===== src/sv/atr_pkg.sv =====
`default_nettype none

package atr_pkg;

  localparam int PRICE_WIDTH  = 32;
  localparam int WINDOW_WIDTH = 16;
  localparam int WINDOW_RESET = 14;

  localparam int APB_ADDR_WIDTH = 3;
  localparam int APB_DATA_WIDTH = 32;

  localparam logic [APB_ADDR_WIDTH-3:0] REG_WINDOW_LENGTH = '0;

  typedef enum logic [2:0] {
    ST_IDLE,
    ST_RANGE,
    ST_PREP,
    ST_DIVIDE,
    ST_DONE
  } state_t;

endpackage

`default_nettype wire


===== src/sv/average_true_range_filter.sv =====
// Requests are handled one at a time: a new request is taken only after the previous result
// has been loaded into the output register. Every average is computed by the shared
// restoring divider, which retires one quotient bit per cycle.
// A new request is taken while a finished result still waits in the output register.
// Reset is synchronous and active high; it clears the series state and sets the window to 14.
`default_nettype none

module average_true_range_filter #(
  parameter int PRICE_WIDTH  = atr_pkg::PRICE_WIDTH,
  parameter int WINDOW_WIDTH = atr_pkg::WINDOW_WIDTH
) (
  input  wire                                 clk,
  input  wire                                 rst,
  input  wire                                 in_valid,
  output logic                                in_ready,
  input  wire                                 series_start,
  input  wire  [PRICE_WIDTH-1:0]              high_price,
  input  wire  [PRICE_WIDTH-1:0]              low_price,
  input  wire  [PRICE_WIDTH-1:0]              close_price,
  output logic                                out_valid,
  input  wire                                 out_ready,
  output logic [PRICE_WIDTH-1:0]              atr_value,
  output logic                                in_warm_up,
  input  wire                                 psel,
  input  wire                                 penable,
  input  wire                                 pwrite,
  input  wire  [atr_pkg::APB_ADDR_WIDTH-1:0]  paddr,
  input  wire  [atr_pkg::APB_DATA_WIDTH-1:0]  pwdata,
  output logic [atr_pkg::APB_DATA_WIDTH-1:0]  prdata,
  output logic                                pready
);

  localparam int SUM_WIDTH = PRICE_WIDTH + WINDOW_WIDTH;
  localparam int CNT_WIDTH = $clog2(SUM_WIDTH + 1);

  atr_pkg::state_t state, state_next;

  logic [WINDOW_WIDTH-1:0] window_length;
  logic [PRICE_WIDTH-1:0]  previous_close;
  logic [PRICE_WIDTH-1:0]  previous_average;
  logic [SUM_WIDTH-1:0]    range_sum;
  logic [WINDOW_WIDTH-1:0] bars_seen;

  logic [PRICE_WIDTH-1:0]  bar_high;
  logic [PRICE_WIDTH-1:0]  bar_low;
  logic [PRICE_WIDTH-1:0]  bar_close;
  logic [PRICE_WIDTH-1:0]  bar_range;
  logic [SUM_WIDTH-1:0]    product;
  logic                    warm;

  logic [SUM_WIDTH-1:0]    quotient;
  logic [WINDOW_WIDTH-1:0] remainder;
  logic [WINDOW_WIDTH-1:0] divisor;
  logic [CNT_WIDTH-1:0]    div_count;

  logic                    accept;
  logic                    cfg_write;
  logic                    div_last;
  logic                    load_output;
  logic [WINDOW_WIDTH-1:0] window_eff;
  logic [WINDOW_WIDTH-1:0] window_less_one;
  logic [PRICE_WIDTH-1:0]  gap_hl;
  logic [PRICE_WIDTH-1:0]  gap_hc;
  logic [PRICE_WIDTH-1:0]  gap_lc;
  logic [PRICE_WIDTH-1:0]  bar_range_next;
  logic [WINDOW_WIDTH:0]   trial;
  logic                    trial_fits;

  assign pready    = 1'b1;
  assign cfg_write = psel && penable && pwrite && pready &&
                     (paddr[atr_pkg::APB_ADDR_WIDTH-1:2] == atr_pkg::REG_WINDOW_LENGTH);

  always_comb begin
    prdata = '0;
    if (paddr[atr_pkg::APB_ADDR_WIDTH-1:2] == atr_pkg::REG_WINDOW_LENGTH) begin
      prdata[WINDOW_WIDTH-1:0] = window_length;
    end
  end

  assign window_eff      = (window_length == '0) ? WINDOW_WIDTH'(1) : window_length;
  assign window_less_one = window_eff - WINDOW_WIDTH'(1);

  always_comb begin
    gap_hl = (bar_high >= bar_low) ? bar_high - bar_low : bar_low - bar_high;
    gap_hc = (bar_high >= previous_close) ? bar_high - previous_close
                                          : previous_close - bar_high;
    gap_lc = (bar_low >= previous_close) ? bar_low - previous_close
                                         : previous_close - bar_low;
    bar_range_next = gap_hl;
    if (bars_seen != '0) begin
      if (gap_hc > bar_range_next) begin
        bar_range_next = gap_hc;
      end
      if (gap_lc > bar_range_next) begin
        bar_range_next = gap_lc;
      end
    end
  end

  assign trial      = {remainder, quotient[SUM_WIDTH-1]};
  assign trial_fits = (trial >= {1'b0, divisor});
  assign div_last   = (div_count == CNT_WIDTH'(SUM_WIDTH - 1));

  always_comb begin
    state_next = state;
    case (state)
      atr_pkg::ST_IDLE: begin
        if (in_valid) begin
          state_next = atr_pkg::ST_RANGE;
        end
      end
      atr_pkg::ST_RANGE:  state_next = atr_pkg::ST_PREP;
      atr_pkg::ST_PREP:   state_next = atr_pkg::ST_DIVIDE;
      atr_pkg::ST_DIVIDE: begin
        if (div_last) begin
          state_next = atr_pkg::ST_DONE;
        end
      end
      atr_pkg::ST_DONE: begin
        if (!out_valid || out_ready) begin
          state_next = atr_pkg::ST_IDLE;
        end
      end
      default: state_next = atr_pkg::ST_IDLE;
    endcase
  end

  always_comb begin
    in_ready    = 1'b0;
    load_output = 1'b0;
    case (state)
      atr_pkg::ST_IDLE: in_ready    = 1'b1;
      atr_pkg::ST_DONE: load_output = !out_valid || out_ready;
      default: begin
        in_ready    = 1'b0;
        load_output = 1'b0;
      end
    endcase
  end

  assign accept = in_valid && in_ready;

  always_ff @(posedge clk) begin
    if (rst) begin
      state            <= atr_pkg::ST_IDLE;
      window_length    <= WINDOW_WIDTH'(atr_pkg::WINDOW_RESET);
      previous_close   <= '0;
      previous_average <= '0;
      range_sum        <= '0;
      bars_seen        <= '0;
      out_valid        <= 1'b0;
      div_count        <= '0;
    end else begin
      state <= state_next;
      if (cfg_write) begin
        window_length <= pwdata[WINDOW_WIDTH-1:0];
      end
      if (accept && series_start) begin
        bars_seen <= '0;
        range_sum <= '0;
      end
      if (state == atr_pkg::ST_PREP) begin
        previous_close <= bar_close;
        div_count      <= '0;
        if (warm) begin
          range_sum <= range_sum + SUM_WIDTH'(bar_range);
          bars_seen <= bars_seen + WINDOW_WIDTH'(1);
        end else begin
          bars_seen <= window_eff;
        end
      end
      if (state == atr_pkg::ST_DIVIDE) begin
        div_count <= div_count + CNT_WIDTH'(1);
      end
      if (load_output) begin
        previous_average <= quotient[PRICE_WIDTH-1:0];
        out_valid        <= 1'b1;
      end else if (out_ready) begin
        out_valid <= 1'b0;
      end
    end
  end

  always_ff @(posedge clk) begin
    if (accept) begin
      bar_high  <= high_price;
      bar_low   <= low_price;
      bar_close <= close_price;
    end
    if (state == atr_pkg::ST_RANGE) begin
      bar_range <= bar_range_next;
      warm      <= (bars_seen < window_eff);
      product   <= {{WINDOW_WIDTH{1'b0}}, previous_average} *
                   {{PRICE_WIDTH{1'b0}}, window_less_one};
    end
    if (state == atr_pkg::ST_PREP) begin
      remainder <= '0;
      if (warm) begin
        quotient <= range_sum + SUM_WIDTH'(bar_range);
        divisor  <= bars_seen + WINDOW_WIDTH'(1);
      end else begin
        quotient <= product + SUM_WIDTH'(bar_range);
        divisor  <= window_eff;
      end
    end
    if (state == atr_pkg::ST_DIVIDE) begin
      remainder <= trial_fits ? WINDOW_WIDTH'(trial - {1'b0, divisor})
                              : trial[WINDOW_WIDTH-1:0];
      quotient  <= {quotient[SUM_WIDTH-2:0], trial_fits};
    end
    if (load_output) begin
      atr_value  <= quotient[PRICE_WIDTH-1:0];
      in_warm_up <= warm;
    end
  end

endmodule

`default_nettype wire


===== config.mk =====
export PLATFORM = sky130hd
export DESIGN_NAME = average_true_range_filter
export DESIGN_NICKNAME = d
export VERILOG_FILES = /design/src/sv/atr_pkg.sv /design/src/sv/average_true_range_filter.sv
export SDC_FILE = /design/constraint.sdc
export NUM_CORES = 2
export LEC_CHECK = 0
export BUFFER_PORTS_ARGS = -buffer_cell sky130_fd_sc_hd__buf_4
export CAP_MARGIN = 30
export CORE_UTILIZATION = 35
export CTS_BUF_LIST = sky130_fd_sc_hd__clkbuf_8
export DETAILED_ROUTE_END_ITERATION = 12
export GPL_TIMING_DRIVEN = 1
export PLACE_DENSITY = 0.52
export REMOVE_ABC_BUFFERS = 1
export SETUP_SLACK_MARGIN = 0.1
export SLEW_MARGIN = 10
export SYNTH_ARGS = -nofsm -noshare
export SYNTH_HDL_FRONTEND = slang
export SYNTH_SLANG_ARGS = --single-unit

===== constraint.sdc =====
create_clock -name clk -period 25.2 [get_ports clk]
set_input_delay 2.52 -clock clk [delete_from_list [all_inputs] [get_ports clk]]
set_output_delay 2.52 -clock clk [all_outputs]
set_load 0.02 [all_outputs]

==> qor.yml <==
grt_pass1_vias: 40800
layout_setup_ws_ns: 14.48
fin_util_pct: 38.8
grt_max_degree: 84
finalSetupTns_ns: 0
timing.final.crit_period_ns: 10.72
setup_viol_count_final: 0
finalPower_mw: 2.98
clkTransAtPathRegs_ns: 0.06
regArea_um2: 11800
hp-class: "flip-flop to flip-flop"
synth_edf_count: 290
drt_iter0_drc: 2731
whs_ns: 0.464
postCtsSetupBuffers: 0
synth_seq_cells: 444
post-route-period-util_pct: 42.5
cts_hold_buf: 0
cts_resized: 0
largestRegisters: "product x48, quotient x48, range_sum x48"
crit_arrival_ns: 11.24
dieArea_um2: 144000
finClkSkew_ns: 0.0536
drt-total-wl_um: 152000
die_h_um: 379
fillCellCount: 14500
power.density_nw_per_um2: 54.3
grt_overflow: 0
grt_pass1_wl_um: 238000
slew_headroom_pct: 29.9
ys_warn_count: 0
hpwl_um: 123000
endpoint_kind: "flip-flop"
htree_levels: 3
drv_cap: 0
rows: 138
worst_pin_slew_ns: 1.03
yosysSeqAreaShare_pct: 23.7
cp_max_fo: 35
cp_data_required_time_ns: 25.72
fmax_ghz: 0.0933
final_cell_mix: "inv_1, nand2_1, a21oi_1, ha_1, fa_1"
numPortBuffers: 171
drc_errors: 0
syn2layout_area_growth_pct: 10.2
layout_commonest_cell: "inv_1"
dpl_worst_slack_ns: 14.40
critPathKind: "flip-flop to flip-flop"
start_util_pct: 35.2
dr.pass1.iters: 6
syn_avg_cell_area_um2: 8.60
synthArstFlopShare_pct: 0
vias: 40600
clockRootBuffer: "clkbuf_8"
clock-sinks: 444
routabilityCongestion: 0.917
cts_tree: "built"
hold_viol_final: 0
num_io_pins: 207
critPathMaxStageDelay_ns: 0.59
cts-buffers-inserted: 87
multiInputGateArea_um2: 34400
p_leak_nw: 24.5
rsz0062_at_grt: "false"
drive_gt1_share_pct: 7.57
antenna_found_initial: 3
die_w_um: 379
postRouteAntennaNets: 0
syn_inst: 5788
cts.path.max_buffers: 3
peakVddDrop_mv: 0.0410
synth_area_um2: 49800
synthDistinctLibCells: 85
final_nets: 6851
slew_violations: 0
coreArea_um2: 141000
cp-start-kind: "flip-flop"
vias_per_cell: 5.22
status: "complete, no violations"
ys.flop_type: "edfxtp_1"
wl_per_cell_um: 19.5
crit_path_frequent_cell: "fa_1"
grtUsageTotal_pct: 21.3
crit_slowest_cell: "or4_4"
clk_latency_ns: 0.81
layout make-up:
cell class / instances / share of cell area (%)
Multi-Input combinational cell: 4335 / 62.6
Sequential cell: 444 / 21.5
Inverter: 721 / 4.93
Tap cell: 1890 / 4.31
Timing Repair Buffer: 225 / 3.27
Clock buffer: 99 / 2.48
Clock inverter: 65 / 0.889
Antenna cell: 2 / 0.00912
where the power goes:
group | switching, mW | internal (mW)
sequential | 0.0597 | 0.864
combinational | 0.791 | 0.482
clock | 0.358 | 0.427
total | 1.21 | 1.77
critical path: cells and delay by family, from the launching register on:
kind	cells	cell delay (ns)
buf+inv	7	0.92
fa+ha+maj	8	3.73
simple gates	10	3.20
compound gates	7	1.91
xor+xnor	2	0.25
flops	1	0.42
path summary, 6_finish.rpt:
kind | slack [ns] | cells past startpoint | end | start
worst min register to register | 0.46 | 2 | previous_close[31] | previous_close[31]
worst max-delay path | 14.48 | 34 | product[41] | window_length[4]
worst max register to register | 14.48 | 34 | product[41] | window_length[4]
worst min-delay path | 0.46 | 2 | previous_close[31] | previous_close[31]
logic make-up (layout without fill, tap and decap cells):
kind of cell,Yosys count,count (layout),synth area share [%]
AND/OR/NAND/NOR,1743,1743,16.3
multiplexers,68,68,1.41
adder cells (fa/ha/maj),899,899,29.0
buffers and inverters,1024,1110,7.88
XOR/XNOR,252,252,4.43
AO/OA/AOI/OAI,1356,1356,17.3
flip-flops,444,444,23.7
other,2,19,0.0151
metrics by stage:
step           instances  area (um^2)
5_1_grt             7781        54900
6_report            7781        54900
4_1_cts             7776        54800
2_1_floorplan       5500        48600
3_3_place_gp        7606        52800
3_5_place_dp        7612        53000
synthesized netlist by cell type, types with 21 or more instances:
master | count | share of area [%]
and3_1 | 36 | 0.45
nor2b_1 | 57 | 0.72
o21bai_1 | 27 | 0.41
nor3_1 | 48 | 0.48
xor2_1 | 89 | 1.6
a31oi_1 | 36 | 0.45
a21o_1 | 150 | 2.3
nand2b_1 | 55 | 0.69
ha_1 | 471 | 12
nor2_1 | 376 | 2.8
o22ai_1 | 21 | 0.26
nand4_1 | 60 | 0.75
mux2i_1 | 53 | 1.1
a22oi_1 | 59 | 0.89
nand2_1 | 712 | 5.4
a21oi_1 | 487 | 4.9
xnor2_1 | 163 | 2.9
edfxtp_1 | 290 | 17
inv_1 | 719 | 5.4
clkbuf_1 | 272 | 2.1
o211ai_1 | 46 | 0.69
and2_1 | 209 | 2.6
o21a_1 | 46 | 0.69
a211oi_1 | 54 | 0.81
fa_1 | 427 | 17
dfxtp_1 | 154 | 6.2
nand3_1 | 104 | 1.0
o21ai_0 | 231 | 2.3
o31ai_1 | 27 | 0.41
per-layer routing:
layer	part of all wire (%)	routed length [um]	track usage (%)
met1	48	72300	29.7
met2	47	70600	35.0
met3	3.6	5440	1.99
met4	2.2	3320	5.65
met5	0	0	0
(Power assumes the default switching activity.)
